===== config.mk =====
export PLATFORM = sky130hd
export DESIGN_NAME = crc_codeword_generate_check_core
export DESIGN_NICKNAME = d
export VERILOG_FILES = /design/src/design/cgc_pkg.sv /design/src/design/cgc_front.sv /design/src/design/cgc_queue.sv /design/src/design/cgc_back.sv /design/src/design/crc_codeword_generate_check_core.sv
export SDC_FILE = /design/constraint.sdc
export NUM_CORES = 1
export LEC_CHECK = 0
export ABC_CLOCK_PERIOD_IN_PS = 5650
export BUFFER_PORTS_ARGS = -buffer_cell sky130_fd_sc_hd__buf_2
export CORE_MARGIN = 5
export CORE_UTILIZATION = 45
export CTS_CLUSTER_DIAMETER = 100
export DETAILED_ROUTE_END_ITERATION = 16
export HOLD_SLACK_MARGIN = 0.15
export PLACE_DENSITY = 0.72
export SYNTH_ARGS = -nofsm -noshare
export SYNTH_HDL_FRONTEND = slang
export SYNTH_SLANG_ARGS = --single-unit

===== constraint.sdc =====
create_clock -name i_clk -period 5.65 [get_ports i_clk]
set_input_delay 0.2825 -clock i_clk [delete_from_list [all_inputs] [get_ports i_clk]]
set_output_delay 0.2825 -clock i_clk [all_outputs]
set_load 0.005 [all_outputs]

===== src/design/cgc_pkg.sv =====
`timescale 1ns / 1ps

package cgc_pkg;

    localparam int CFG_DATA_W = 32;
    localparam int CFG_IDX_W  = 1;
    localparam int DEG_CFG_W  = 6;

    // Configuration register indexes.
    localparam logic [CFG_IDX_W-1:0] REG_GEN_POLY   = 1'd0;
    localparam logic [CFG_IDX_W-1:0] REG_CRC_DEGREE = 1'd1;

    localparam logic [CFG_DATA_W-1:0] GEN_POLY_RESET   = 32'h04C1_1DB7;
    localparam logic [DEG_CFG_W-1:0]  CRC_DEGREE_RESET = 6'd32;

    localparam logic MODE_ENCODE = 1'b0;
    localparam logic MODE_CHECK  = 1'b1;

    // Control part of one queued job; the remainder snapshot travels beside it.
    typedef struct packed {
        logic data_bit;
        logic is_check;
        logic is_final;
        logic err;
    } t_job_ctl;

    localparam int JOB_CTL_W = $bits(t_job_ctl);

endpackage


===== src/design/cgc_front.sv =====
`timescale 1ns / 1ps

module cgc_front #(
    parameter int MAX_DEGREE = 32,
    parameter int DW         = 6,
    parameter int IW         = 5
) (
    input  logic                      i_clk,
    input  logic                      i_rst_n,
    input  logic                      i_accept,
    input  logic                      i_data_bit,
    input  logic                      i_mode,
    input  logic                      i_frame_end,
    input  logic [MAX_DEGREE-1:0]     i_poly,
    input  logic [DW-1:0]             i_deg,
    output logic                      o_enq,
    output cgc_pkg::t_job_ctl         o_ctl,
    output logic [MAX_DEGREE-1:0]     o_rem
);
    import cgc_pkg::*;

    logic [MAX_DEGREE-1:0] r_rem;
    logic [MAX_DEGREE-1:0] n_rem;
    logic [MAX_DEGREE-1:0] mask;
    logic [MAX_DEGREE-1:0] rem_m;
    logic [MAX_DEGREE-1:0] shifted;
    logic                  top;
    logic                  fb;
    logic                  is_check;

    always_comb begin
        for (int k = 0; k < MAX_DEGREE; k++) begin
            mask[k] = (k < int'(i_deg));
        end
    end

    assign is_check = (i_mode == MODE_CHECK);
    assign rem_m    = r_rem & mask;
    assign top      = rem_m[IW'(i_deg - DW'(1))];
    // In check mode the incoming bit enters at the bottom; in encode mode it
    // is folded into the feedback instead.
    assign shifted  = ((rem_m << 1) | MAX_DEGREE'(is_check & i_data_bit)) & mask;
    assign fb       = is_check ? top : (top ^ i_data_bit);
    assign n_rem    = fb ? (shifted ^ (i_poly & mask)) : shifted;

    always_ff @(posedge i_clk) begin
        if (!i_rst_n) begin
            r_rem <= '0;
        end else if (i_accept) begin
            r_rem <= i_frame_end ? '0 : n_rem;
        end
    end

    // A check-mode bit that does not close the frame produces no result.
    assign o_enq          = i_accept && !(is_check && !i_frame_end);
    assign o_ctl.data_bit = i_data_bit;
    assign o_ctl.is_check = is_check;
    assign o_ctl.is_final = i_frame_end;
    assign o_ctl.err      = (n_rem != '0);
    assign o_rem          = n_rem;

endmodule


===== src/design/cgc_queue.sv =====
`timescale 1ns / 1ps

module cgc_queue #(
    parameter int WIDTH = 36
) (
    input  logic             i_clk,
    input  logic             i_rst_n,
    input  logic             i_push,
    input  logic [WIDTH-1:0] i_data,
    input  logic             i_pop,
    output logic             o_full,
    output logic             o_valid,
    output logic [WIDTH-1:0] o_data
);
    import cgc_pkg::*;

    logic [WIDTH-1:0] r_mem [2];
    logic             r_wr_ptr;
    logic             r_rd_ptr;
    logic [1:0]       r_count;

    always_ff @(posedge i_clk) begin
        if (i_push) begin
            r_mem[r_wr_ptr] <= i_data;
        end
    end

    always_ff @(posedge i_clk) begin
        if (!i_rst_n) begin
            r_wr_ptr <= 1'b0;
            r_rd_ptr <= 1'b0;
            r_count  <= 2'd0;
        end else begin
            if (i_push) begin
                r_wr_ptr <= ~r_wr_ptr;
            end
            if (i_pop) begin
                r_rd_ptr <= ~r_rd_ptr;
            end
            case ({i_push, i_pop})
                2'b10:   r_count <= r_count + 2'd1;
                2'b01:   r_count <= r_count - 2'd1;
                default: r_count <= r_count;
            endcase
        end
    end

    assign o_full  = (r_count == 2'd2);
    assign o_valid = (r_count != 2'd0);
    assign o_data  = r_mem[r_rd_ptr];

endmodule


===== src/design/cgc_back.sv =====
`timescale 1ns / 1ps

module cgc_back #(
    parameter int MAX_DEGREE = 32,
    parameter int DW         = 6,
    parameter int IW         = 5
) (
    input  logic                  i_clk,
    input  logic                  i_rst_n,
    input  logic                  i_q_valid,
    input  cgc_pkg::t_job_ctl     i_q_ctl,
    input  logic [MAX_DEGREE-1:0] i_q_rem,
    input  logic [DW-1:0]         i_deg,
    output logic                  o_pop,
    output logic                  o_out_valid,
    input  logic                  i_out_ready,
    output logic                  o_code_bit,
    output logic                  o_is_remainder,
    output logic                  o_error_found,
    output logic                  o_run_last
);
    import cgc_pkg::*;

    logic          r_out_valid;
    logic          r_code_bit;
    logic          r_is_rem;
    logic          r_err;
    logic          r_last;
    logic [DW-1:0] r_idx;
    logic [DW-1:0] n_idx;

    logic          load;
    logic          res_code;
    logic          res_is_rem;
    logic          res_err;
    logic          res_last;
    logic          done;

    assign load = i_q_valid && (!r_out_valid || i_out_ready);

    // Position 0 is the pass-through bit or the verdict; positions 1 to d
    // walk the remainder from its most significant bit down.
    always_comb begin
        res_code   = 1'b0;
        res_is_rem = 1'b0;
        res_err    = 1'b0;
        res_last   = 1'b1;
        done       = 1'b1;
        n_idx      = '0;
        if (i_q_ctl.is_check) begin
            res_err = i_q_ctl.err;
        end else if (r_idx == '0) begin
            res_code = i_q_ctl.data_bit;
            res_last = !i_q_ctl.is_final;
            done     = !i_q_ctl.is_final;
            n_idx    = i_q_ctl.is_final ? DW'(1) : '0;
        end else begin
            res_code   = i_q_rem[IW'(i_deg - r_idx)];
            res_is_rem = 1'b1;
            res_last   = (r_idx == i_deg);
            done       = res_last;
            n_idx      = res_last ? '0 : r_idx + DW'(1);
        end
    end

    always_ff @(posedge i_clk) begin
        if (!i_rst_n) begin
            r_out_valid <= 1'b0;
            r_idx       <= '0;
        end else begin
            if (load) begin
                r_out_valid <= 1'b1;
                r_idx       <= n_idx;
            end else if (i_out_ready) begin
                r_out_valid <= 1'b0;
            end
        end
    end

    always_ff @(posedge i_clk) begin
        if (load) begin
            r_code_bit <= res_code;
            r_is_rem   <= res_is_rem;
            r_err      <= res_err;
            r_last     <= res_last;
        end
    end

    assign o_pop          = load && done;
    assign o_out_valid    = r_out_valid;
    assign o_code_bit     = r_code_bit;
    assign o_is_remainder = r_is_rem;
    assign o_error_found  = r_err;
    assign o_run_last     = r_last;

endmodule


===== src/design/crc_codeword_generate_check_core.sv =====
`timescale 1ns / 1ps

// Serial CRC codeword generator and checker with a programmable generator.
// Input channel (i_in_valid / o_in_ready) takes one bit per item with its mode
// and a frame_end flag; output channel (o_out_valid / i_out_ready) gives one
// result item per cycle while i_out_ready is high. The front keeps the
// running remainder and does one shift-and-xor per item; a two-entry job
// queue feeds the back, which owns the output register and walks the
// appended remainder bits. Throughput: one input item per cycle while the
// job queue is not full. An encode frame end produces 1 + d result items,
// one per cycle from the output register while i_out_ready is high, so the
// input stalls once the job queue is full. A check bit that is not the last
// of its frame produces nothing. The first result of an item is registered
// in the job queue and then in the output register before it is offered.
// Configuration (i_cfg_we, i_cfg_idx, i_cfg_data) is to be written only while idle
// by the user (not enforced by the block): index 0 is the generator, index 1 the degree.
// Reset clears the remainder, the queue and the output register, and loads
// the generator 0x04C11DB7 with degree 32. When the receiver stalls, the
// current result holds, the queue fills, and then o_in_ready drops.
module crc_codeword_generate_check_core #(
    parameter int MAX_DEGREE = 32
) (
    input  logic                           i_clk,
    input  logic                           i_rst_n,
    input  logic                           i_cfg_we,
    input  logic [cgc_pkg::CFG_IDX_W-1:0]  i_cfg_idx,
    input  logic [cgc_pkg::CFG_DATA_W-1:0] i_cfg_data,
    input  logic                           i_in_valid,
    output logic                           o_in_ready,
    input  logic                           i_data_bit,
    input  logic                           i_mode,
    input  logic                           i_frame_end,
    output logic                           o_out_valid,
    input  logic                           i_out_ready,
    output logic                           o_code_bit,
    output logic                           o_is_remainder,
    output logic                           o_error_found,
    output logic                           o_run_last
);
    import cgc_pkg::*;

    localparam int DW = $clog2(MAX_DEGREE + 1);
    localparam int IW = (MAX_DEGREE > 1) ? $clog2(MAX_DEGREE) : 1;
    localparam int QW = JOB_CTL_W + MAX_DEGREE;

    logic [CFG_DATA_W-1:0] r_gen_poly;
    logic [DEG_CFG_W-1:0]  r_crc_degree;
    logic [DW-1:0]         eff_deg;
    logic [MAX_DEGREE-1:0] poly;

    logic                  accept;
    logic                  enq;
    t_job_ctl              f_ctl;
    logic [MAX_DEGREE-1:0] f_rem;
    logic                  q_full;
    logic                  q_valid;
    logic [QW-1:0]         q_data;
    logic                  pop;
    t_job_ctl              q_ctl;
    logic [MAX_DEGREE-1:0] q_rem;

    always_ff @(posedge i_clk) begin
        if (!i_rst_n) begin
            r_gen_poly   <= GEN_POLY_RESET;
            r_crc_degree <= CRC_DEGREE_RESET;
        end else if (i_cfg_we) begin
            unique case (i_cfg_idx)
                REG_GEN_POLY:   r_gen_poly   <= i_cfg_data;
                REG_CRC_DEGREE: r_crc_degree <= i_cfg_data[DEG_CFG_W-1:0];
                default: ;
            endcase
        end
    end

    // A degree of zero acts as one; anything above the maximum is clamped.
    always_comb begin
        if (r_crc_degree == '0) begin
            eff_deg = DW'(1);
        end else if (int'(r_crc_degree) > MAX_DEGREE) begin
            eff_deg = DW'(MAX_DEGREE);
        end else begin
            eff_deg = DW'(r_crc_degree);
        end
    end

    assign poly       = MAX_DEGREE'(r_gen_poly);
    assign o_in_ready = !q_full;
    assign accept     = i_in_valid && !q_full;

    cgc_front #(
        .MAX_DEGREE (MAX_DEGREE),
        .DW         (DW),
        .IW         (IW)
    ) u_front (
        .i_clk       (i_clk),
        .i_rst_n     (i_rst_n),
        .i_accept    (accept),
        .i_data_bit  (i_data_bit),
        .i_mode      (i_mode),
        .i_frame_end (i_frame_end),
        .i_poly      (poly),
        .i_deg       (eff_deg),
        .o_enq       (enq),
        .o_ctl       (f_ctl),
        .o_rem       (f_rem)
    );

    cgc_queue #(
        .WIDTH (QW)
    ) u_queue (
        .i_clk   (i_clk),
        .i_rst_n (i_rst_n),
        .i_push  (enq),
        .i_data  ({f_ctl, f_rem}),
        .i_pop   (pop),
        .o_full  (q_full),
        .o_valid (q_valid),
        .o_data  (q_data)
    );

    assign q_ctl = q_data[QW-1:MAX_DEGREE];
    assign q_rem = q_data[MAX_DEGREE-1:0];

    cgc_back #(
        .MAX_DEGREE (MAX_DEGREE),
        .DW         (DW),
        .IW         (IW)
    ) u_back (
        .i_clk          (i_clk),
        .i_rst_n        (i_rst_n),
        .i_q_valid      (q_valid),
        .i_q_ctl        (q_ctl),
        .i_q_rem        (q_rem),
        .i_deg          (eff_deg),
        .o_pop          (pop),
        .o_out_valid    (o_out_valid),
        .i_out_ready    (i_out_ready),
        .o_code_bit     (o_code_bit),
        .o_is_remainder (o_is_remainder),
        .o_error_found  (o_error_found),
        .o_run_last     (o_run_last)
    );

    // A verdict is never mixed with remainder bits.
    a_err_not_rem: assert property (@(posedge i_clk) disable iff (!i_rst_n)
        o_out_valid |-> !(o_error_found && o_is_remainder))
        else $error("error flag on a remainder bit");

    // A check verdict closes its run and carries no code bit.
    a_err_is_last: assert property (@(posedge i_clk) disable iff (!i_rst_n)
        (o_out_valid && o_error_found) |-> (o_run_last && !o_code_bit))
        else $error("check verdict malformed");

    // After a frame's final data bit, the remainder run must follow.
    a_rem_follows: assert property (@(posedge i_clk) disable iff (!i_rst_n)
        (o_out_valid && i_out_ready && !o_is_remainder && !o_run_last)
            |=> (o_out_valid && o_is_remainder))
        else $error("remainder run missing after final data bit");

endmodule

* Word-level counts from Yosys, hierarchy flattened *
Memories as Yosys holds them, arrays and structs flattened. A register that Yosys moved wholly into a read port is not among the register bits.
Index checks and enable logic that the tools add are counted.

storage, ports and cells
  register bits = 85
  memory bits (writable) = 72
  bits of input ports = 41
  output and inout port bits = 6
  logic and storage cells = 110
  memories = 1

operators by class
  $add $sub $neg = 5
  magnitude comparators = 35
  equal/unequal tests = 4
  muxes and demuxes = 24
  bitwise operators = 10
  reductions and logical operators = 19

memory list
  name           depth  width  rd ports  clocked after Yosys merged registers in  wr ports  RTL line         RTL
  u_queue.r_mem  2      36     1         1                                        1         cgc_queue.sv:17  logic [WIDTH-1:0] r_mem [2];

operators with widths
  kind                                                                           count
  32-bit bitwise AND                                                             3
  5-bit by 6-bit less-than comparator with 1-bit output (first input constant)   16
  32-bit two-way mux                                                             2
  4-bit by 6-bit less-than comparator with 1-bit output (first input constant)   8
  32-bit bitwise OR                                                              1
  32-bit nonzero test                                                            1
  32-bit bitwise XOR                                                             1
  6-bit two-way mux                                                              5
  3-bit by 6-bit less-than comparator with 1-bit output (first input constant)   4
  1-bit two-way mux                                                              14
  6-bit logical NOT                                                              2
  1-bit by 6-bit less-than comparator with 1-bit output (first input constant)   2
  2-bit by 6-bit less-than comparator with 1-bit output (first input constant)   2
  5-bit by 6-bit less-than comparator with 1-bit output (second input constant)  2
  1-bit binary-select mux with 5-bit select                                      2
  6-bit by 1-bit adder with 6-bit output (second input constant)                 1
  6-bit == test                                                                  1
  6-bit greater-than comparator (second input constant)                          1
  2-bit nonzero test                                                             3
  1-bit logical AND                                                              5
  1-bit logical NOT                                                              5
  5-bit by 1-bit subtractor with 5-bit output (second input constant)            1
  5-bit subtractor                                                               1
  2-bit == test (second input constant)                                          2
  other kinds (9)                                                                12

* Logic depth before layout (Yosys ltp) *
Gate-level depths: netlist (run 1).

  depth in word-level cells = 11
  depth in mapped cells = 21
  mapped depth without buffers = 16

* Modules after synthesis *
From an unflattened synthesis (run 1), not the netlist that was laid out.

unflattened totals
  cell total of the unflattened synthesis = 845
  area, all modules = 8540.7 µm²

modules (own cells, without submodules)
  module                            times used  cells an instance  area each (µm²)  sequential area each (µm²)
  cgc_front                         1           440                3194.3           640.6
  cgc_queue                         1           134                2808.9           2262.2
  crc_codeword_generate_check_core  1           178                1545.2           760.7
  cgc_back                          1           93                 992.2            260.2

* Least setup slack after synthesis (run 1) *
Ideal clock, no wire load.

  path type = register to register
  from = reg r_crc_degree[5]
  to = mem u_queue.r_mem[0][32], data pin
  setup time = 280 ps
  data arrival time = 4533 ps
  data required time = 5370 ps
  slack = 837 ps
  stages on the path, launching flop included = 20
  buffers on the path = 5
  clock period less this slack = 4813 ps
  cell sequence = dfxtp_1 > buf_6 > clkbuf_1 > buf_1 > clkbuf_1 > nor2b_1 > inv_1 > ha_1 > clkbuf_1 > or3b_1 > nand2_1 > o221ai_1 > a32oi_1 > o211ai_1 > and2_1 > or4_4 > mux2_4 > or3_1 > nor4_1 > nand4_1

RTL lines
  what                    RTL line                                RTL
  start, declared         crc_codeword_generate_check_core.sv:47  logic [DEG_CFG_W-1:0] r_crc_degree;
  start signal, assigned  crc_codeword_generate_check_core.sv:69  REG_CRC_DEGREE: r_crc_degree <= i_cfg_data[DEG_CFG_W-1:0];
  end, declared           cgc_queue.sv:17

==> metrics.cfg, run 1 <==
[run_status]
status=finished clean

[critical_path]
critPathMaxFanout=15
slowest_stage=a211o_1
r2r_start=r_crc_degree[1]
critPathLaunchType=register
path_cells=nor4_1 > o21a_2 > inv_1 > ha_1 > xor2_1 > nand2_1 > a311oi_1 > o31ai_1 > a211o_1 > buf_4 > and4_1 > mux2i_1 > buf_4 > or4_1 > nor4_1 > nand4_1
path_class=register to register
critPathRequiredTime_ps=5790
worst-endpoint-arrival_ps=5390
critPathCaptureType=register
crit_start=r_crc_degree[1]
cp_slowest_stage_delay_ps=450

[floorplan]
start_util=0.4568
top_level_ports=47
die-area_um2=21040
rows=49
design.core.area_um2=17960
die_x_um=145.0
fp.dieH_um=145.0

[timing]
fin_crit_ps=5252
fmax_mhz=190.4
drv_slew=0
relSlewSlack=0.2326
finalCritPeriodShare=0.9296
setup_viol=0
finalClockSkew_ps=10.93
tightest_slew_ps=1146
grt_setup_unrepaired=no
final.setup.tns_ps=0
timing.final.ws_setup_ps=397.7
hold_violations=0

[global_routing]
antenna_found_initial=0
overflow=0
grtUsageTotal=0.2128
grt_max_degree=83
grt_pass1_wl_um=35700
grt_pass1_vias=6511

[final_layout]
final_layout_size_suffix_gt1_frac=0.1442
regArea_um2=3924
diodes=0
final_cell_mix=106 x nand2_1, 82 x dfxtp_1, 76 x edfxtp_1, 49 x nor2b_1, 46 x buf_2
fin_nets=918
layout_commonest_cell=nand2_1
n_fill_cell=1532
multi_input_area_um2=3970
syn_to_final_growth_pct=15.72

[synthesis]
yosys_register_bits=158
synth.avg_cell_area_um2=10.08
synth_edf_count=76
synth_cell_types=72
yosysSeqAreaShare=0.4782
synthArstFlopShare=0
ys_warn_count=0
synth_ff_type=dfxtp_1
netlist_instances=814
syn_nets=864
netlist_area_um2=8205

[clock_tree]
htree_levels=4
cts_setup_buffers=0
clkSinkCount=158
cts_tree=built
clk_pin_slew_worst_paths_ps=60
cts_root_buf=clkbuf_16
clk_latency_ps=430
cts-buffers-inserted=17
clk_path_buf_depth=2

[power]
pwr_density_cell_nw_per_um2=341.0
p_leak_nw=3.468
ir_drop_mv=0.2089

[run]
cap_violations=0

[min_path]
min_from=i_cfg_we
holdCritPathClass=primary input to register

[route]
ant_nets=0
routed_wl_um=22330
drc=0
drtIter0Drc=858
wl_per_cell_um=20.12
viasPerCell=5.943
firstDrtPassIters=6
via_count=6597

[placement]
io_buffers=46
place.gp.congestion=0.9687
dp_slack_ps=442.9
hpwlAfterDp_um=15730

[flip-flops by register name (all words and copies together) (netlist names), named ones only]
register               flops
u_queue.r_mem             72
u_back.o_run_last          1
u_queue.r_count            2
u_queue.r_wr_ptr           1
u_queue.r_rd_ptr           1
u_back.o_is_remainder      1
u_back.o_error_found       1
u_back.o_out_valid         1
u_front.r_rem             32
u_back.o_code_bit          1
r_crc_degree               6
poly                      32
u_back.r_idx               6
[synth_stat cells (all sizes together), types with 7 or more instances]
cell,instances,share of area
a21boi,29,0.027
a21o,8,0.0073
a21oi,20,0.012
a22oi,32,0.029
and2,12,0.0091
and4,16,0.017
buf,17,0.011
clkbuf,44,0.020
dfxtp,82,0.20
edfxtp,76,0.28
ha,8,0.012
inv,20,0.0091
mux2i,20,0.024
mux4,21,0.058
nand2,106,0.048
nand2b,15,0.011
nand3,35,0.021
nand4,17,0.013
nor2,39,0.018
nor2b,50,0.038
nor3,8,0.0049
nor4,7,0.0053
o21ai,28,0.018
xnor2,13,0.014
[final timing paths]
kind	to	slack, ps	cells past startpoint
min	r_crc_degree[3]	210	3
max	u_queue.r_mem[1][32]	400	16
min reg2reg	poly[23]	470	2
max reg2reg	u_queue.r_mem[1][32]	400	16
[per-layer routing]
metal	global-route usage	share of wire	vias up
met5	0	0	-
met4	0.09557	0.039	0
met3	0.04584	0.076	61
met2	0.3349	0.46	299
met1	0.2833	0.42	3142
li1	-	-	3095
[cells by family after synthesis]
group | synth area share
AO/OA/AOI/OAI | 0.1404
adder cells (fa/ha/maj) | 0.01586
AND/OR/NAND/NOR | 0.2124
XOR/XNOR | 0.02028
buffers and inverters | 0.04071
flip-flops | 0.4782
multiplexers | 0.09210
[cell type report]
cell class	count	share of cell area
clock buffers	27	0.05086
clock inverters	5	0.006325
inverters	21	0.008301
multi-input cells	574	0.4181
flip-flops and latches	158	0.4132
well taps	229	0.03018
repair buffers	96	0.07300
[power by group]
group | total [mW] | switching (mW) | internal, mW
Sequential | 1.40 | 0.0549 | 1.34
Combinational | 0.780 | 0.434 | 0.346
Clock | 1.06 | 0.430 | 0.630
Total | 3.24 | 0.918 | 2.32
[stage by stage]
step / instances / area (µm²) / total power [mW] / hold WS [ps] / utilization
floorplan: 814 / 8205 / 1.951 / 381.4 / -
global placement: 1043 / 8600 / 2.168 / 453.1 / 0.4787
detailed placement: 1043 / 8600 / 2.183 / 465.0 / 0.4787
CTS: 1110 / 9493 / 3.262 / 184.3 / 0.5285
global route: 1110 / 9495 / 3.384 / 216.1 / 0.5286
finish: 1110 / 9495 / 3.238 / 205.8 / 0.5286
[critical path: cells and delay by family (launching register included)]
family / cells / cell delay, ps
buffers and inverters: 3 / 510
adders and majority gates: 1 / 350
xor gates and xnor gates: 1 / 440
AOI/OAI and AO/OA: 4 / 1320
and+or+nand+nor: 6 / 1750
muxes: 1 / 110
DFF: 1 / 440
[timing repair]
| action | 4_1_cts | 5_1_grt |
|---|---|---|
| resized for setup | 0 | 1 |
| setup endpoints to repair | 0 | 2 |
| endpoints found under the hold margin | 43 | 0 |
| hold buffers | 35 | 0 |
Note: power is estimated with default switching activity, not from simulation.
==> run 2, diff against run 1 <==
--- a/config.mk
+++ b/config.mk
@@ -5,6 +5,7 @@
 export SDC_FILE = /design/constraint.sdc
 export NUM_CORES = 1
 export LEC_CHECK = 0
+export ABC_AREA = 1
 export ABC_CLOCK_PERIOD_IN_PS = 5650
 export BUFFER_PORTS_ARGS = -buffer_cell sky130_fd_sc_hd__buf_2
 export CORE_MARGIN = 5
==> run 2 against run 1 <==
Net effect:
- setup slack improved by 720 ps
- register-to-register slack gained 720 ps
- sequential power hardly changed
- hold slack better by 120 ps
- routed wire length decreased by 0.84%
- non-clock buffer count shrank 7
==> metrics.cfg, run 2 <==
[synthesis]
synth_ff_type=dfxtp_1
synth_top_area_share=0.2706
ys_warn_count=0
yosysTopAreaCell=edfxtp_1
netlist_area_um2=8434
yosys-top-cells-count=275 x nand2_1, 123 x nor2_1, 109 x nand3_1
yosys_register_bits=158
synthArstFlopShare=0
syn_nets=1127
synth_edf_count=76
yosysSeqAreaShare=0.4652
synth_cell_types=41
yosysMostFrequentCell=nand2_1
synth_area_leaders=edfxtp_1 27%, dfxtp_1 19%, nand2_1 12%
netlist_instances=1077
synth.avg_cell_area_um2=7.831

[run]
cap_violations=0

[clock_tree]
clk_latency_ps=440
clk_path_buf_depth=2
cts_setup_buffers=0
cts_root_buf=clkbuf_16
htree_levels=4
clkSinkCount=158
ctsResizeCount=0
cts-buffers-inserted=17
clk_pin_slew_worst_paths_ps=60
cts_tree=built

[critical_path]
critPathMaxFanout=22
r2r_start=r_crc_degree[5]
r2r_slack_ps=1120
worst-endpoint-arrival_ps=4720
critPathCaptureType=register
rr_worst_depth=22
critPathLaunchType=register
path_class=register to register
crit_start=r_crc_degree[5]
critPathRequiredTime_ps=5840

[timing]
fin_crit_ps=4535
grt_setup_unrepaired=no
final.setup.tns_ps=0
finalClockSkew_ps=8.878
fmax_mhz=220.5
hold_violations=0
tightest_slew_ps=1232
finalCritPeriodShare=0.8027
relSlewSlack=0.1767
hold_slack_ps=328.9
drv_slew=0
setup_viol=0

[route]
drtIter0Drc=677
viasPerCell=5.418
firstDrtPassIters=5
wl_per_cell_um=16.04
drc=0
routed_wl_um=22150
ant_nets=0
via_count=7482

[floorplan]
top_level_ports=47
rows=50
design.core.area_um2=18580
die-area_um2=21580
fp.dieH_um=146.9
die_x_um=146.9
start_util=0.4539

[final_layout]
syn_to_final_growth_pct=15.55
n_fill_cell=1695
final_layout_size_suffix_gt1_frac=0.1142
max_flop_register=u_queue.r_mem
diodes=0
layout_commonest_cell=nand2_1
final_cell_mix=275 x nand2_1, 119 x nor2_1, 109 x nand3_1, 83 x inv_1, 82 x dfxtp_1
largest_reg_flops=72
fin_nets=1184
final_area_um2=9746

[power]
ir_drop_mv=0.2147
pwr_density_cell_nw_per_um2=368.3
p_leak_nw=4.100

[global_routing]
grtUsageTotal=0.2077
overflow=0
grt_pass1_vias=6855
antenna_found_initial=0
grt_max_degree=45
grt_pass1_wl_um=36080

[min_path]
min_from=i_cfg_we
whs_path_depth=3
holdCritPathClass=primary input to register

[placement]
place.gp.congestion=0.9459
postPlaceCellArea_um2=8766
hpwlAfterDp_um=15500
io_buffers=46

[run_status]
status=finished clean

run 2: per-layer routing:
layer  wire [µm]  vias up  GRT usage  part of all wire
met5           0        -          0                 0
met4         363        0    0.05592             0.016
li1            -     3697          -                 -
met1       10260     3463     0.2949              0.46
met2        9841      292     0.3222              0.44
met3        1679       30    0.04627             0.076
run 2: cell families after synthesis:
kind of cell	share of synthesized area
and+or+nand+nor	0.2909
DFF	0.4652
buffers and inverters	0.07447
AOI/OAI and AO/OA	0.09984
xor gates and xnor gates	0.04228
muxes	0.01305
adders and majority gates	0.01424
run 2: worst max-delay path, stage by stage, from the launching register on:
cell and delay [ps]:
dfxtp_1 730, inv_2 270, nand2_1 160, nand2_2 260, inv_1 160, ha_1 420, o21ai_0 280, nand3_1 150
nand3_1 80, nand2_1 80, nand2_1 40, nor2_1 130, nor2_2 50, nand2_2 90, nand3_2 400, nand2_4 380
nand2_1 80, nand2_1 90, nand2_1 60, nor2_1 110, nand2_1 60, nor2_1 120, nand2_1 70
run 2: layout make-up:
class | instances | area (µm²) | area share
multi-input cells | 771 | 3902 | 0.4004
inverters | 97 | 364.1 | 0.03736
well taps | 234 | 292.8 | 0.03004
clock inverters | 14 | 180.2 | 0.01849
flip-flops and latches | 158 | 3924 | 0.4026
repair buffers | 89 | 643.1 | 0.06599
clock buffers | 18 | 439.2 | 0.04506
run 2: path summary, 6_finish.rpt:
path / end
setup / recovery: u_queue.r_mem[0][32]
hold / removal: r_crc_degree[4]
setup reg to reg: u_queue.r_mem[0][32]
hold reg to reg: poly[23]
run 2: repair_timing:
action | CTS | global route
hold buffers | 36 | 0
endpoints found under the hold margin | 43 | 0
endpoints found under the setup margin | 0 | 0
run 2: report_power, final:
group | total (mW) | internal, mW | switching (mW)
sequential | 1.41 | 1.35 | 0.0557
combinational | 0.982 | 0.319 | 0.663
clock | 1.20 | 0.714 | 0.483
run 2: metrics by stage:
stage / util / total power [mW] / instances / setup WS (ps)
after floorplan: - / 2.115 / 1077 / 2384
after global placement: 0.4718 / 2.367 / 1313 / 1288
after detailed placement: 0.4718 / 2.384 / 1313 / 1201
after CTS: 0.5245 / 3.598 / 1381 / 1186
after global routing: 0.5245 / 3.779 / 1381 / 678.1
final: 0.5245 / 3.590 / 1381 / 1115
